## src/sv/tlsd_pkg.sv

```systemverilog
// shared types and codes for the tagged-length segment deframer
// no dependencies; used by tlsd_parser and the core top level

package tlsd_pkg;

    // result status codes
    localparam logic [1:0] STATUS_OK           = 2'd0;
    localparam logic [1:0] STATUS_TRUNC        = 2'd1;
    localparam logic [1:0] STATUS_BAD_PREAMBLE = 2'd2;
    localparam logic [1:0] STATUS_BAD_FRAME    = 2'd3;

    // one result request
    typedef struct packed {
        logic [7:0] out_byte;
        logic       has_byte;
        logic       segment_kind;
        logic       segment_end;
        logic [1:0] status;
        logic       stream_end;
    } result_t;

endpackage

```

## src/sv/tagged_length_segment_deframer_core.sv

```systemverilog
// top level of the tagged-length segment deframer
// depends on tlsd_pkg and tlsd_parser

// Takes a raw byte stream of repeating segment pairs (tag 0x01, 32-bit
// big-endian length, preamble bytes; tag 0x02, 32-bit big-endian length,
// frame bytes) and returns one result request per payload byte, one empty
// marker per zero-length segment, and status requests for a bad tag, for a
// stream whose last byte falls inside a pair (truncated), or a clean end at
// a pair boundary (stream_end). After a bad tag, input is swallowed with no
// results up to and including the last byte; any last byte returns the
// parser to its reset state. Header bytes give no result apart from those
// cases. Rate: one input byte per clock unless stalled. The parser state
// update is a single pass of short logic (a 32-bit decrement and compare)
// between the accepted byte and the output register, so a result lands in
// the output register (or the skid register while the output is held) as
// its byte is taken. A two-entry output stage (output register plus skid
// register) parts the sides: input is stalled only while the skid register
// holds a result, i.e. after the consumer has stalled with a result pending
// and another result has followed. No clearing pass after reset.

module tagged_length_segment_deframer_core
(
    input  logic       clk,
    input  logic       rst_n,

    // input request channel
    input  logic       in_valid,
    output logic       in_stall,
    input  logic [7:0] in_byte,
    input  logic       last,

    // result request channel
    output logic       out_valid,
    input  logic       out_stall,
    output logic [7:0] out_byte,
    output logic       has_byte,
    output logic       segment_kind,
    output logic       segment_end,
    output logic [1:0] status,
    output logic       stream_end
);

    logic                in_accept;
    logic                out_take;
    logic                emit;
    tlsd_pkg::result_t   result;
    logic                out_valid_reg;
    tlsd_pkg::result_t   out_data_reg;
    logic                skid_valid_reg;
    tlsd_pkg::result_t   skid_data_reg;

    // stall only once the skid slot is taken
    assign in_stall  = skid_valid_reg;
    assign in_accept = in_valid && !skid_valid_reg;
    assign out_take  = out_valid_reg && !out_stall;

    tlsd_parser u_parser
    (
        .clk     (clk),
        .rst_n   (rst_n),
        .accept  (in_accept),
        .in_byte (in_byte),
        .last    (last),
        .emit    (emit),
        .result  (result)
    );

    // control of the output register and skid register
    always_ff @(posedge clk or negedge rst_n)
    begin
        if (!rst_n)
        begin
            out_valid_reg  <= 1'b0;
            skid_valid_reg <= 1'b0;
        end
        else if (skid_valid_reg)
        begin
            // no input taken; drain skid into the output register
            if (out_take)
                skid_valid_reg <= 1'b0;
        end
        else if (out_valid_reg && !out_take)
        begin
            // output held by the consumer: new result parks in skid
            skid_valid_reg <= in_accept && emit;
        end
        else
        begin
            out_valid_reg <= in_accept && emit;
        end
    end

    // payload: no reset needed
    always_ff @(posedge clk)
    begin
        if (skid_valid_reg)
        begin
            if (out_take)
                out_data_reg <= skid_data_reg;
        end
        else if (out_valid_reg && !out_take)
        begin
            if (in_accept && emit)
                skid_data_reg <= result;
        end
        else if (in_accept && emit)
        begin
            out_data_reg <= result;
        end
    end

    assign out_valid    = out_valid_reg;
    assign out_byte     = out_data_reg.out_byte;
    assign has_byte     = out_data_reg.has_byte;
    assign segment_kind = out_data_reg.segment_kind;
    assign segment_end  = out_data_reg.segment_end;
    assign status       = out_data_reg.status;
    assign stream_end   = out_data_reg.stream_end;

`ifndef SYNTH
    a_skid_behind_output: assert property (@(posedge clk) disable iff (!rst_n)
        skid_valid_reg |-> out_valid_reg)
        else $error("skid register full while output register empty");

    a_byte_never_bad_tag: assert property (@(posedge clk) disable iff (!rst_n)
        (out_valid && has_byte) |->
            (status == tlsd_pkg::STATUS_OK || status == tlsd_pkg::STATUS_TRUNC))
        else $error("payload byte carries a bad-tag status");

    a_clean_end_is_ok: assert property (@(posedge clk) disable iff (!rst_n)
        (out_valid && stream_end) |-> status == tlsd_pkg::STATUS_OK)
        else $error("stream end reported with non-ok status");

    a_result_follows_accept: assert property (@(posedge clk) disable iff (!rst_n)
        (!out_valid_reg && !skid_valid_reg && !in_accept) |=> !out_valid_reg)
        else $error("result appeared with no accepted byte");
`endif

endmodule

```

## src/sv/tlsd_parser.sv

```systemverilog
// segment parser: phase, length assembly and payload count for the deframer
// depends on tlsd_pkg (result_t, status codes)

module tlsd_parser
(
    input  logic                clk,
    input  logic                rst_n,
    input  logic                accept,
    input  logic [7:0]          in_byte,
    input  logic                last,
    output logic                emit,
    output tlsd_pkg::result_t   result
);

    localparam logic [2:0] PH_PTAG  = 3'd0;
    localparam logic [2:0] PH_PLEN  = 3'd1;
    localparam logic [2:0] PH_PDATA = 3'd2;
    localparam logic [2:0] PH_FTAG  = 3'd3;
    localparam logic [2:0] PH_FLEN  = 3'd4;
    localparam logic [2:0] PH_FDATA = 3'd5;
    localparam logic [2:0] PH_ERR   = 3'd6;
    localparam logic [2:0] PH_SPARE = 3'd7;

    localparam logic [7:0] TAG_PREAMBLE = 8'h01;
    localparam logic [7:0] TAG_FRAME    = 8'h02;

    logic [2:0]  phase_reg;
    logic [2:0]  phase_next;
    logic [1:0]  header_count_reg;
    logic [1:0]  header_count_next;
    logic [31:0] length_accum_reg;
    logic [31:0] length_accum_next;
    logic [31:0] bytes_left_reg;
    logic [31:0] bytes_left_next;
    logic [31:0] accum_shift;
    logic [31:0] bytes_dec;
    logic        is_frame;
    logic        bad_tag;

    always_comb
    begin
        phase_next        = phase_reg;
        header_count_next = header_count_reg;
        length_accum_next = length_accum_reg;
        bytes_left_next   = bytes_left_reg;
        accum_shift       = {length_accum_reg[23:0], in_byte};
        bytes_dec         = bytes_left_reg - 32'd1;
        is_frame          = 1'b0;
        bad_tag           = 1'b0;
        emit              = 1'b0;
        result            = '0;

        unique case (phase_reg) inside
            PH_PTAG, PH_FTAG:
            begin
                is_frame = (phase_reg == PH_FTAG);
                if (in_byte == (is_frame ? TAG_FRAME : TAG_PREAMBLE))
                begin
                    phase_next        = is_frame ? PH_FLEN : PH_PLEN;
                    header_count_next = 2'd0;
                    length_accum_next = '0;
                end
                else
                begin
                    emit                = 1'b1;
                    bad_tag             = 1'b1;
                    result.segment_kind = is_frame;
                    result.status       = is_frame ? tlsd_pkg::STATUS_BAD_FRAME
                                                   : tlsd_pkg::STATUS_BAD_PREAMBLE;
                    phase_next          = PH_ERR;
                end
            end
            PH_PLEN, PH_FLEN:
            begin
                is_frame          = (phase_reg == PH_FLEN);
                length_accum_next = accum_shift;
                header_count_next = header_count_reg + 2'd1;
                if (header_count_reg == 2'd3)
                begin
                    if (accum_shift == 32'd0)
                    begin
                        // empty segment: one marker result
                        emit                = 1'b1;
                        result.segment_kind = is_frame;
                        result.segment_end  = 1'b1;
                        phase_next          = is_frame ? PH_PTAG : PH_FTAG;
                    end
                    else
                    begin
                        bytes_left_next = accum_shift;
                        phase_next      = is_frame ? PH_FDATA : PH_PDATA;
                    end
                end
            end
            PH_PDATA, PH_FDATA:
            begin
                is_frame            = (phase_reg == PH_FDATA);
                emit                = 1'b1;
                result.out_byte     = in_byte;
                result.has_byte     = 1'b1;
                result.segment_kind = is_frame;
                bytes_left_next     = bytes_dec;
                if (bytes_dec == 32'd0)
                begin
                    result.segment_end = 1'b1;
                    phase_next         = is_frame ? PH_PTAG : PH_FTAG;
                end
            end
            default:
            begin
                // error wait and the spare code
                phase_next = PH_ERR;
            end
        endcase

        if (last)
        begin
            if (!bad_tag && (phase_next != PH_ERR))
            begin
                emit = 1'b1;
                if (phase_next == PH_PTAG)
                    result.stream_end = 1'b1;
                else
                    result.status = tlsd_pkg::STATUS_TRUNC;
            end
            phase_next        = PH_PTAG;
            header_count_next = 2'd0;
            length_accum_next = '0;
            bytes_left_next   = '0;
        end
    end

    always_ff @(posedge clk or negedge rst_n)
    begin
        if (!rst_n)
        begin
            phase_reg        <= PH_PTAG;
            header_count_reg <= 2'd0;
            length_accum_reg <= '0;
            bytes_left_reg   <= '0;
        end
        else if (accept)
        begin
            phase_reg        <= phase_next;
            header_count_reg <= header_count_next;
            length_accum_reg <= length_accum_next;
            bytes_left_reg   <= bytes_left_next;
        end
    end

`ifndef SYNTH
    a_phase_not_spare: assert property (@(posedge clk) disable iff (!rst_n)
        phase_reg != PH_SPARE)
        else $error("parser phase reached spare code");

    a_count_only_in_length: assert property (@(posedge clk) disable iff (!rst_n)
        header_count_reg != 2'd0 |-> (phase_reg == PH_PLEN || phase_reg == PH_FLEN))
        else $error("length byte count set outside a length field");

    a_payload_count_live: assert property (@(posedge clk) disable iff (!rst_n)
        (phase_reg == PH_PDATA || phase_reg == PH_FDATA) |-> bytes_left_reg != 32'd0)
        else $error("payload phase with no bytes left");
`endif

endmodule

```

## config.mk

```make
export PLATFORM = sky130hd
export DESIGN_NAME = tagged_length_segment_deframer_core
export DESIGN_NICKNAME = d
export VERILOG_FILES = /design/src/sv/tlsd_pkg.sv /design/src/sv/tagged_length_segment_deframer_core.sv /design/src/sv/tlsd_parser.sv
export SDC_FILE = /design/constraint.sdc
export NUM_CORES = 1
export LEC_CHECK = 0
export ABC_AREA = 0
export BUFFER_PORTS_ARGS = -buffer_cell sky130_fd_sc_hd__buf_2
export CORE_MARGIN = 2
export CORE_UTILIZATION = 56
export DETAILED_ROUTE_END_ITERATION = 16
export GPL_ROUTABILITY_DRIVEN = 0
export PLACE_DENSITY = 0.82
export SYNTH_ARGS = -nofsm -noshare
export SYNTH_HDL_FRONTEND = slang
export SYNTH_SLANG_ARGS = --single-unit
```

## constraint.sdc

```tcl
create_clock -name clk -period 3.85 [get_ports clk]
set_input_delay 0.9625 -clock clk [delete_from_list [all_inputs] [get_ports clk]]
set_output_delay 0.9625 -clock clk [all_outputs]
set_load 0.005 [all_outputs]
```

Yosys cells after proc, flatten, opt, wreduce, memory -nomap -nowiden
Index checks and enable logic that the tools add are counted.

Multiplexer cells: 49. Reduce and logical (&&, ||, !) cells: 24. Bitwise gates (word level): 2. Eq/ne operators: 13. $add $sub $neg: 2.

Operator list (number): 32-bit two-way mux (3); 32-bit logical NOT (2); 32-bit case mux with 2 select lines (1); 14-bit two-way mux (4); 24-bit two-way mux (2); 24-bit case mux with 2 select lines (1); 32-bit by 1-bit subtractor with 32-bit output, second input constant (1); 3-bit two-way mux (9); 2-bit two-way mux (10); 1-bit two-way mux (13); 9-bit two-way mux (1); 3-bit case mux with 3 select lines (1); 3-bit AND reduction (3); 8-bit == test (1); 3-bit by 2-bit == test with 1-bit output, second input constant (2); 3-bit == test, second input constant (2); 3-bit logical NOT (2); 3-bit by 2-bit != test with 1-bit output, second input constant (2); 3-bit != test, second input constant (2); 1-bit case mux with 3 select lines (2); 3-bit nonzero test (2); 2-bit OR reduction (3); 1-bit logical AND (5); 1-bit logical NOT (4); other kinds (10) (12).

Input port bits: 13. Register bits after elaboration: 91. Output and inout port bits: 16. Logic and storage cells: 108.

Longest topological paths before layout
Gate-level depths: netlist of run 1.

Depth after elaboration: 13. Depth in mapped cells: 13. Depth with buffers taken out: 12.

Hierarchy
From an unflattened synthesis of run 1, not the netlist that was laid out.

Cells, all modules: 527. Area total of the unflattened synthesis: 5126.2 um^2.

Modules (own cells, without submodules): tlsd_parser (cells an instance 472, area an instance 3957.5 um^2, times used 1, sequential area each 1526.5 um^2); tagged_length_segment_deframer_core (cells an instance 55, area an instance 1168.6 um^2, times used 1, sequential area each 890.9 um^2).

Worst setup path after synthesis of run 1
OpenSTA, ideal clock, no wires.

Path type: input-to-reg. Start: input in_byte[5]. End: register out_data_reg, in the netlist has_byte (enable). Data required time: 3461 ps. Setup time: 389 ps. Data arrival time: 3488 ps. Buffers on the path: 0. Slack: -27 ps. Stages: 12. Cells stage by stage: nor4_1 > nand2_1 > nor3_1 > inv_1 > ha_1 > o21ai_0 > o311a_1 > a21oi_1 > a22o_1 > a21boi_1 > o21ai_1 > a21boi_1.

Cells in the longest elaborated chain, start to end: 11. Elaborated cells on any way between the ends: 19.

Ends and longest elaborated chain: start: declaration (RTL line tagged_length_segment_deframer_core.sv:29) `input logic [7:0] in_byte,`; 32-bit logical NOT (RTL line tlsd_parser.sv:80) `if (accum_shift == 32'd0)`; 3-bit two-way mux (RTL line tlsd_parser.sv:80); 3-bit two-way mux (RTL line tlsd_parser.sv:78) `if (header_count_reg == 2'd3)`; 3-bit case mux with 3 select lines (RTL line tlsd_parser.sv:53) `unique case (phase_reg) inside`; 3-bit != test (RTL line tlsd_parser.sv:118) `if (!bad_tag && (phase_next != PH_ERR))`; 1-bit logical AND (RTL line tlsd_parser.sv:118); 1-bit two-way mux (RTL line tlsd_parser.sv:118); 1-bit two-way mux (*) (RTL line tlsd_parser.sv:116) `if (last)`; 1-bit logical AND (*) (RTL line tagged_length_segment_deframer_core.sv:106) `else if (in_accept && emit)`; 2-bit nonzero test (no line) (*); 3-bit AND reduction (no line) (*); end signal: assignment (RTL line tagged_length_segment_deframer_core.sv:99) `out_data_reg <= skid_data_reg;`; end signal: assignment (RTL line tagged_length_segment_deframer_core.sv:108) `out_data_reg <= result;`; end: declaration (RTL line tagged_length_segment_deframer_core.sv:48) `tlsd_pkg::result_t out_data_reg;`.

Every way passes the cells marked *; elsewhere a longest branch is shown, timed or not. A chain may end at the register's enable or synchronous reset.

Final worst setup path of run 1
Start: register u_parser.bytes_left_reg[1]. End: register out_data_reg, in the netlist out_byte[4] (enable).

Cells in the longest elaborated chain, start to end: 11.

Ends and longest elaborated chain: start: declaration (RTL line tlsd_parser.sv:33) `logic [31:0] bytes_left_reg;`; start signal: assignment (RTL line tlsd_parser.sv:147) `bytes_left_reg <= bytes_left_next;`; 32-bit by 1-bit subtractor with 32-bit output (RTL line tlsd_parser.sv:47) `bytes_dec = bytes_left_reg - 32'd1;`; 32-bit logical NOT (RTL line tlsd_parser.sv:103) `if (bytes_dec == 32'd0)`; 3-bit two-way mux (RTL line tlsd_parser.sv:103); 3-bit case mux with 3 select lines (RTL line tlsd_parser.sv:53); 3-bit != test (RTL line tlsd_parser.sv:118); 1-bit logical AND (RTL line tlsd_parser.sv:118); 1-bit two-way mux (RTL line tlsd_parser.sv:118); 1-bit two-way mux (RTL line tlsd_parser.sv:116); 1-bit logical AND (RTL line tagged_length_segment_deframer_core.sv:106); 2-bit nonzero test (no line); 3-bit AND reduction (no line).

No other way between the ends.

==> results.sh, run 1 <==
export IMPL_ys_seq_area_share_pct=45.36
export IMPL_hp_class="in -> async"
export IMPL_cap_viol_max_count=0
export IMPL_cts_sinks=91
export IMPL_dr_pass1_iters=8
export IMPL_setup_viol=0
export IMPL_postSynthAreaPerCell_um2=9.032
export IMPL_n_antenna_cell=0
export IMPL_synth_nets=608
export IMPL_p_clk_share_pct=9.6
export IMPL_fin_nets=667
export IMPL_finalHoldViolations=0
export IMPL_tightestPinTransition_ps=1327
export IMPL_nFillCells=682
export IMPL_vias=5226
export IMPL_area_growth_pct=18.06
export IMPL_power_density_nw_per_um2=1061
export IMPL_totalWireLength_mm=15.49
export IMPL_grtUsageTotal_pct=31.12
export IMPL_period_share_pct=97.45
export IMPL_clockBufferDepth=2
export IMPL_dieHeight_um=101.6
export IMPL_required_ps=3990
export IMPL_min_period_ps=3752
export IMPL_worstPathArrival_ps=3890
export IMPL_async_reset_ff_share_pct=69.23
export IMPL_synth_commonest_cells="o21ai_0, dfrtp_1, nor2_1"
export IMPL_status="finished clean"
export IMPL_pin_count=29
export IMPL_finalPower_w=0.006677
export IMPL_comb_power_share_pct=67.6
export IMPL_ir_worst_vdd_mv=0.5958
export IMPL_p_leak_nw=2.701
export IMPL_synth_top_area_cell="dfrtp_1"
export IMPL_path_class="reg -> reg"
export IMPL_synth_seq_cells=91
export IMPL_slew_viol_final=0
export IMPL_drt_iter0_markers=725
export IMPL_routedWlPerCell_um=19.78
export IMPL_netSwitchingFraction_pct=48.79
export IMPL_tritoncts="done"
export IMPL_vias_per_cell=6.674
export IMPL_synth_top_cell_area_share_pct=29.58
export IMPL_synthCells=590
export IMPL_yosysMostFrequentCell="o21ai_0"
export IMPL_clk_latency_ps=370
export IMPL_antenna_found_initial=0
export IMPL_timing_hold_ws_ps=482.1
export IMPL_synth_edf_count=28
export IMPL_synth_ff_type="dfrtp_1"
export IMPL_overflow=0
export IMPL_critPathMaxFanout=14
export IMPL_die_w_um=101.6
export IMPL_p_switching_w=0.003258
export IMPL_timing_critical_path_to_type="flip-flop"
export IMPL_utilization_pct=68.08
export IMPL_finClkSkew_ps=13.82
export IMPL_finalSetupTns_ps=0
export IMPL_path_clk_slew_ps=90
export IMPL_ant_nets=0
export IMPL_maxSlewHeadroom_pct=11.49
export IMPL_numCtsBuffers=9
export IMPL_grt_max_degree=52
export IMPL_fp_dieArea_um2=10310
export IMPL_drc_errors=0
export IMPL_grt_pass1_wl_mm=24.76
export IMPL_p_int_w=0.003419
export IMPL_ys_types=65
export IMPL_dpl_hpwl_mm=10.85
export IMPL_worst_slack_ps=98.14
export IMPL_start_util_pct=57.67
export IMPL_synthesis_area_um2=5329
export IMPL_grt_pass1_vias=4839
export IMPL_p_seq_share_pct=22.8
export IMPL_startpoint_type="flip-flop"
export IMPL_yosys_warnings=0
export IMPL_ys_top_cells_by_area="dfrtp_1, edfxtp_1, o21ai_0, a22o_1, nor2_1"
export IMPL_post_place_ws_ps=-463.0
export IMPL_rows=35
export IMPL_core_region_area_um2=9240
export IMPL_hold_buffers=0
export IMPL_cts_root_buf="clkbuf_8"
export IMPL_port_buffers=28
export IMPL_largest_register_ffs=32
export IMPL_drive_above_1_share_pct=23.09
export IMPL_htree_levels=3
export IMPL_fmax_mhz=266.5
-- power by group through the flow --
stage / clock, W / sequential [W] / combinational, W
after floorplan: 0 / 0.00147 / 0.00275
after global placement: 0 / 0.00151 / 0.00401
after detailed placement: 0 / 0.00153 / 0.00413
after CTS: 0.000649 / 0.00151 / 0.00419
after global routing: 0.000683 / 0.00155 / 0.00487
final: 0.000639 / 0.00152 / 0.00452
-- layer usage --
| layer | GRT usage (%) | part of all wire [%] | up-vias |
|---|---|---|---|
| met5 | 0 | 0 | - |
| met4 | 16.32 | 5.2 | 0 |
| met3 | 6.073 | 11 | 79 |
| met2 | 46.15 | 44 | 386 |
| met1 | 43.35 | 40 | 2445 |
| li1 | - | - | 2316 |
-- metrics by stage --
stage          area, um^2  instances
2_1_floorplan        5333        590
3_3_place_gp         6005        764
3_5_place_dp         6005        764
4_1_cts              6203        780
5_1_grt              6291        783
6_report             6291        783
-- cell type report --
class                   count  area, um^2  area share [%]
multi-input cells         438        2795           44.43
flip-flops and latches     91        2419           38.44
repair buffers             93       665.6           10.58
well taps                 129       161.4           2.566
clock buffers               9       123.9           1.969
clock inverters             7       66.31           1.054
inverters                  16       60.06          0.9547
-- kinds of logic after synthesis --
group / share of synthesized area [%]
xor gates and xnor gates: 1.644
and+or+nand+nor: 21.39
buffers and inverters: 4.414
adders and majority gates: 1.362
AOI/OAI and AO/OA: 22.56
DFF: 45.36
muxes: 3.264
-- worst max-delay path: stages, from the launching register on --
cell	delay (ps)
dfrtp_1	410
inv_1	110
ha_4	170
or4b_4	500
nor4_4	170
buf_4	180
nand4_1	160
xnor2_2	210
or4_1	580
o31ai_4	300
a21boi_2	90
o21ai_2	230
buf_4	170
a21boi_2	70
buf_12	150
-- what timing repair did --
item	4_1_cts	5_1_grt
gates resized for setup	3	14
setup endpoints to repair	28	33
pin swaps	0	4
setup buffers	0	3
-- placed cells by master, fill, tap and decap left out, types with 4 or more instances in the layout --
cell | netlist | final
a22o_1 | 30 | 30
buf_4 | 0 | 62
a21oi_1 | 44 | 44
inv_1 | 16 | 16
xnor2_1 | 6 | 5
or3_1 | 8 | 8
nand3_1 | 10 | 10
nand2_1 | 35 | 35
nand4_1 | 9 | 9
nor3_1 | 27 | 26
ha_1 | 5 | 4
o21ai_0 | 74 | 72
edfxtp_1 | 28 | 28
nor2_1 | 60 | 59
nand2b_1 | 5 | 5
mux2i_1 | 5 | 5
and2_1 | 8 | 8
dfrtp_1 | 63 | 62
buf_2 | 5 | 28
clkbuf_8 | 0 | 9
mux2_2 | 11 | 11
xor2_1 | 4 | 4
o21ai_2 | 2 | 5
or4_1 | 7 | 5
nor4_1 | 25 | 23
nor2b_1 | 8 | 8
-- final timing paths --
| path | start | cells after the start | to | slack (ps) |
|---|---|---|---|---|
| hold / removal | rst_n | 1 | u_parser.length_accum_reg[21]$_DFFE_PN0P_ | 480 |
| max in group asynchronous | rst_n | 2 | u_parser.bytes_left_reg[2]$_DFFE_PN0P_ | 2720 |
| hold reg to reg | u_parser.header_count_reg[1]$_DFFE_PN0P_ | 1 | u_parser.header_count_reg[1]$_DFFE_PN0P_ | 530 |
| min in group clk | u_parser.header_count_reg[1]$_DFFE_PN0P_ | 1 | u_parser.header_count_reg[1]$_DFFE_PN0P_ | 530 |
| setup / recovery | u_parser.bytes_left_reg[1]$_DFFE_PN0P_ | 14 | out_byte[4]$_DFFE_PP_ | 100 |
| setup reg to reg | u_parser.bytes_left_reg[1]$_DFFE_PN0P_ | 14 | out_byte[4]$_DFFE_PP_ | 100 |
Note: power is estimated with default switching activity, not from simulation.
==> inputs of run 2 (changes only) <==
--- a/config.mk
+++ b/config.mk
@@ -8,10 +8,12 @@
 export ABC_AREA = 0
 export BUFFER_PORTS_ARGS = -buffer_cell sky130_fd_sc_hd__buf_2
 export CORE_MARGIN = 2
-export CORE_UTILIZATION = 56
+export CORE_UTILIZATION = 57
+export CTS_BUF_LIST = sky130_fd_sc_hd__clkbuf_4
 export DETAILED_ROUTE_END_ITERATION = 16
 export GPL_ROUTABILITY_DRIVEN = 0
-export PLACE_DENSITY = 0.82
+export PLACE_DENSITY = 0.83
 export SYNTH_ARGS = -nofsm -noshare
 export SYNTH_HDL_FRONTEND = slang
 export SYNTH_SLANG_ARGS = --single-unit
+export TNS_END_PERCENT = 10
==> run 2 against run 1 <==
- die area down 1.7%
- global-route usage up 0.80 points
- clock power down 13%
- via count down 1.2%
- power down 0.58%
- flip-flop and latch count unchanged
- combinational power about the same
- non-clock buffer count up 6
- critical endpoint is now has_byte$_DFFE_PP_
- largest power group unchanged
- routed wire length down 0.26%
- highest routed layer unchanged
==> results.sh, run 2 (same netlist as run 1, synthesis figures left out) <==
export IMPL_maxSlewHeadroom_pct=50.44
export IMPL_timing_critical_path_to_type="flip-flop"
export IMPL_rows=35
export IMPL_dpl_hpwl_mm=10.79
export IMPL_htree_levels=3
export IMPL_startpoint_type="flip-flop"
export IMPL_hp_class="in -> async"
export IMPL_fmax_mhz=262.2
export IMPL_path_clk_slew_ps=160
export IMPL_cap_viol_max_count=0
export IMPL_drt_iter0_markers=813
export IMPL_slew_viol_final=0
export IMPL_die_w_um=100.7
export IMPL_drive_above_1_share_pct=23.18
export IMPL_netSwitchingFraction_pct=48.67
export IMPL_overflow=0
export IMPL_vias=5163
export IMPL_area_growth_pct=16.53
export IMPL_min_period_ps=3814
export IMPL_numCtsBuffers=9
export IMPL_grtUsageTotal_pct=31.92
export IMPL_post_place_ws_ps=-380.3
export IMPL_drc_errors=0
export IMPL_fp_dieArea_um2=10140
export IMPL_fin_nets=673
export IMPL_p_int_w=0.003407
export IMPL_path_class="reg -> reg"
export IMPL_p_seq_share_pct=23.2
export IMPL_period_share_pct=99.06
export IMPL_p_leak_nw=2.695
export IMPL_utilization_pct=67.85
export IMPL_grt_pass1_vias=4935
export IMPL_vias_per_cell=6.696
export IMPL_finalHoldViolations=0
export IMPL_nFillCells=708
export IMPL_clockBufferDepth=2
export IMPL_comb_power_share_pct=68.4
export IMPL_grt_max_degree=52
export IMPL_p_switching_w=0.003230
export IMPL_p_clk_share_pct=8.4
export IMPL_finalSetupTns_ps=0
export IMPL_hold_buffers=0
export IMPL_critPathMaxFanout=14
export IMPL_status="finished clean"
export IMPL_tritoncts="done"
export IMPL_cts_root_buf="clkbuf_4"
export IMPL_totalWireLength_mm=15.45
export IMPL_port_buffers=28
export IMPL_final_cell_mix="o21ai_0, buf_4, dfrtp_1, nor2_1, a21oi_1"
export IMPL_layout_commonest_cell="o21ai_0"
export IMPL_ir_worst_vdd_mv=0.5258
export IMPL_worst_slack_ps=36.27
export IMPL_routedWlPerCell_um=20.03
export IMPL_required_ps=4090
export IMPL_antenna_found_initial=0
export IMPL_dp_cells=750
export IMPL_path_cells="inv_2 > ha_2 > or4b_4 > nor4_4 > nand4_1 > xnor2_2 > or4_4 > o31ai_4 > a21boi_1 > o21ai_2 > buf_4 > a21boi_2 > buf_12"
export IMPL_core_region_area_um2=9153
export IMPL_cts_sinks=91
export IMPL_dr_pass1_iters=6
export IMPL_clk_latency_ps=460
export IMPL_tightestPinTransition_ps=743.4
export IMPL_rsz0062_at_grt="yes"
export IMPL_power_density_nw_per_um2=1069
export IMPL_stdcell_count=771
export IMPL_n_antenna_cell=0
export IMPL_worstPathArrival_ps=4050
export IMPL_r2r_start="u_parser.bytes_left_reg[1]$_DFFE_PN0P_"
export IMPL_finClkSkew_ps=14.87
export IMPL_largest_register_ffs=32
export IMPL_setup_viol=0
export IMPL_cpPeakStageDelay_ps=560
export IMPL_pin_count=29
export IMPL_grt_pass1_wl_mm=25.27
export IMPL_worst_path_max_delay_cell="or4_4"
export IMPL_finalPower_w=0.006638
export IMPL_ant_nets=0
export IMPL_setup_worst_path_start="u_parser.bytes_left_reg[1]$_DFFE_PN0P_"
export IMPL_dieHeight_um=100.7
export IMPL_start_util_pct=58.22
## run 2: area by class of cell
cell class / count / area (um^2) / area share [%]
Clock inverter: 7 / 76.32 / 1.229
Timing Repair Buffer: 99 / 698.2 / 11.24
Tap cell: 111 / 138.9 / 2.237
Sequential cell: 91 / 2419 / 38.95
Multi-Input combinational cell: 438 / 2750 / 44.29
Inverter: 16 / 60.06 / 0.9672
Clock buffer: 9 / 67.56 / 1.088
## run 2: path summary, 6_finish.rpt
kind                                                             end  slack, ps  cells after the start
max in group asynchronous    u_parser.bytes_left_reg[16]$_DFFE_PN0P_       2570                      2
min in group clk            u_parser.header_count_reg[1]$_DFFE_PN0P_        540                      1
min reg2reg                 u_parser.header_count_reg[1]$_DFFE_PN0P_        540                      1
max                                               has_byte$_DFFE_PP_         40                     13
min                        u_parser.length_accum_reg[13]$_DFFE_PN0P_        530                      1
max reg2reg                                       has_byte$_DFFE_PP_         40                     13
## run 2: critical path, delay by kind of cell (launching register included)
family | cells | cell delay, ps
xor+xnor | 1 | 220
compound gates | 4 | 600
simple gates | 4 | 1760
flops | 1 | 470
fa+ha+maj | 1 | 170
buf+inv | 3 | 370
## run 2: routing by layer
layer | track usage, % | part of all wire [%] | up-vias
li1 | - | - | 2330
met1 | 45.25 | 40 | 2427
met2 | 47.44 | 45 | 341
met3 | 9.085 | 12 | 65
met4 | 10.43 | 3.0 | 0
met5 | 0 | 0 | -
## run 2: power by group through the flow
| stage | Sequential [W] | Clock, W | Combinational [W] |
|---|---|---|---|
| 2_1_floorplan | 0.00147 | 0 | 0.00275 |
| 3_3_place_gp | 0.00153 | 0 | 0.00402 |
| 3_5_place_dp | 0.00154 | 0 | 0.00412 |
| 4_1_cts | 0.00152 | 0.000559 | 0.00417 |
| 5_1_grt | 0.00156 | 0.000596 | 0.00495 |
| 6_report | 0.00154 | 0.000558 | 0.00454 |
## run 2: what timing repair did
| action | CTS | global route |
|---|---|---|
| endpoints found under the setup margin | 29 | 34 |
| setup buffers | 0 | 5 |
| pin swaps | 0 | 6 |
| resized for setup | 2 | 9 |
## run 2: stage by stage
| step | hold slack (ps) | instance area (um^2) |
|---|---|---|
| 3_5_place_dp | 499.6 | 5987 |
| 6_report | 534.1 | 6210 |
| 4_1_cts | 541.2 | 6137 |
| 5_1_grt | 561.7 | 6210 |
| 3_3_place_gp | 487.3 | 5987 |
| 2_1_floorplan | 470.1 | 5333 |
==> inputs of run 3 (changes only) <==
--- a/config.mk
+++ b/config.mk
@@ -8,11 +8,11 @@
 export ABC_AREA = 0
 export BUFFER_PORTS_ARGS = -buffer_cell sky130_fd_sc_hd__buf_2
 export CORE_MARGIN = 2
-export CORE_UTILIZATION = 57
+export CORE_UTILIZATION = 65
 export CTS_BUF_LIST = sky130_fd_sc_hd__clkbuf_4
 export DETAILED_ROUTE_END_ITERATION = 16
 export GPL_ROUTABILITY_DRIVEN = 0
-export PLACE_DENSITY = 0.83
+export PLACE_DENSITY = 0.89
 export SYNTH_ARGS = -nofsm -noshare
 export SYNTH_HDL_FRONTEND = slang
 export SYNTH_SLANG_ARGS = --single-unit
==> constraint.sdc (replaced) <==
create_clock -name clk -period 4.42 [get_ports clk]
set_input_delay 1.105 -clock clk [delete_from_list [all_inputs] [get_ports clk]]
set_output_delay 1.105 -clock clk [all_outputs]
set_load 0.1 [all_outputs]
==> run 3 against run 2 <==
- via count is 1.9% lower
- maximum frequency is 8.9% lower
- critical endpoint is now out_byte[5]$_DFFE_PP_
- global-route usage is 3.3 points higher
- first-iteration DRC count is 18% lower
- sequential share of layout area is 3.0 points higher
- cell area is 7.2% lower
==> results.sh, run 3 (same netlist as run 1, synthesis figures left out) <==
export IMPL_grt_pass1_wl_mm=24.19
export IMPL_finalHoldViolations=0
export IMPL_die_w_um=94.55
export IMPL_timing_hold_ws_ps=555.3
export IMPL_nFillCells=599
export IMPL_fmax_mhz=238.8
export IMPL_totalWireLength_mm=14.89
export IMPL_ant_nets=0
export IMPL_routedWlPerCell_um=20.80
export IMPL_vias_per_cell=7.071
export IMPL_layout_commonest_cell="o21ai_0"
export IMPL_numCtsBuffers=9
export IMPL_stdcell_count=716
export IMPL_critPathMaxFanout=9
export IMPL_status="finished clean"
export IMPL_startpoint_type="flip-flop"
export IMPL_utilization_pct=71.23
export IMPL_required_ps=4640
export IMPL_min_period_ps=4188
export IMPL_fin_nets=623
export IMPL_hp_class="reg -> reg"
export IMPL_cts_sinks=91
export IMPL_drive_above_1_share_pct=15.57
export IMPL_core_region_area_um2=8093
export IMPL_rsz0062_at_grt="no"
export IMPL_cap_viol_max_count=0
export IMPL_period_share_pct=94.76
export IMPL_htree_levels=3
export IMPL_hold_buffers=0
export IMPL_cts_root_buf="clkbuf_4"
export IMPL_grt_pass1_vias=4626
export IMPL_post_place_ws_ps=-56.84
export IMPL_timing_critical_path_to_type="flip-flop"
export IMPL_overflow=0
export IMPL_clk_latency_ps=450
export IMPL_largest_register_ffs=32
export IMPL_slew_viol_final=0
export IMPL_worst_slack_ps=231.8
export IMPL_drc_errors=0
export IMPL_port_buffers=28
export IMPL_grtUsageTotal_pct=35.19
export IMPL_start_util_pct=65.85
export IMPL_path_clk_slew_ps=150
export IMPL_rows=33
export IMPL_drt_iter0_markers=666
export IMPL_grt_max_degree=54
export IMPL_setup_viol=0
export IMPL_dpl_hpwl_mm=10.28
export IMPL_worstPathArrival_ps=4410
export IMPL_final_cell_mix="o21ai_0, dfrtp_1, nor2_1, a21oi_1, nand2_1"
export IMPL_dp_cells=699
export IMPL_area_growth_pct=8.171
export IMPL_maxSlewHeadroom_pct=15.77
export IMPL_dr_pass1_iters=9
export IMPL_clockBufferDepth=2
export IMPL_pin_count=29
export IMPL_tritoncts="done"
export IMPL_path_class="reg -> reg"
export IMPL_fp_dieArea_um2=8939
export IMPL_finClkSkew_ps=17.33
export IMPL_antenna_found_initial=0
export IMPL_tightestPinTransition_ps=1263
export IMPL_vias=5063
export IMPL_dieHeight_um=94.55
-- run 3: cell count changes in the layout (fill, tap and decap cells not counted), sizes merged --
cell	previous run	this run
buf	99	49
clkinv	3	2
clkinvlp	1	2
diode	0	1
-- run 3: layer usage --
layer | up-vias | global-route usage (%) | wire, um
met2 | 348 | 53.87 | 6854
li1 | 2230 | - | -
met5 | - | 0 | 0
met4 | 0 | 14.01 | 544
met1 | 2419 | 49.89 | 5853
met3 | 66 | 6.544 | 1639
-- run 3: path summary, 6_finish.rpt --
kind	cells past startpoint	end	startpoint	slack (ps)
worst min register to register	1	u_parser.header_count_reg[1]$_DFFE_PN0P_	u_parser.header_count_reg[1]$_DFFE_PN0P_	560
max in group asynchronous	2	u_parser.length_accum_reg[11]$_DFFE_PN0P_	rst_n	2760
worst max-delay path	12	out_byte[5]$_DFFE_PP_	u_parser.bytes_left_reg[0]$_DFFE_PN0P_	230
worst min-delay path	1	u_parser.header_count_reg[1]$_DFFE_PN0P_	u_parser.header_count_reg[1]$_DFFE_PN0P_	560
worst max register to register	12	out_byte[5]$_DFFE_PP_	u_parser.bytes_left_reg[0]$_DFFE_PN0P_	230
min in group asynchronous	1	u_parser.length_accum_reg[22]$_DFFE_PN0P_	rst_n	830
-- run 3: repair_timing --
item / in CTS / in global routing
setup buffers: 0 / 0
hold endpoints to repair: 0 / 0
gates resized for setup: 0 / 1
setup endpoints to repair: 0 / 2
-- run 3: worst max-delay path: stages (launching register included) --
cell	delay (ps)
dfrtp_1	490
inv_1	90
ha_1	270
or4b_2	680
nor4_4	280
nand2_1	190
a2111o_1	440
or4_4	430
o31ai_4	300
a21boi_1	100
o21ai_1	300
a21boi_1	170
buf_4	210
-- run 3: per-stage QoR --
| step | TNS [ps] | area [um^2] |
|---|---|---|
| 6_report | 0 | 5764 |
| 3_5_place_dp | -788.9 | 5617 |
| 5_1_grt | 0 | 5762 |
| 2_1_floorplan | 0 | 5329 |
| 3_3_place_gp | 0 | 5617 |
| 4_1_cts | 0 | 5759 |
-- run 3: cell type report --
type | instances | area (um^2) | area share [%]
antenna | 1 | 2.502 | 0.04341
timing repair buffer | 49 | 297.8 | 5.166
inverter | 16 | 60.06 | 1.042
tap | 105 | 131.4 | 2.279
clock inverter | 7 | 75.07 | 1.302
multi-input combinational | 438 | 2713 | 47.06
sequential | 91 | 2417 | 41.94
clock buffer | 9 | 67.56 | 1.172
Power of run 3 is not shown: default switching activity piles up to over one toggle a cycle in this logic, so the estimate is an artifact.
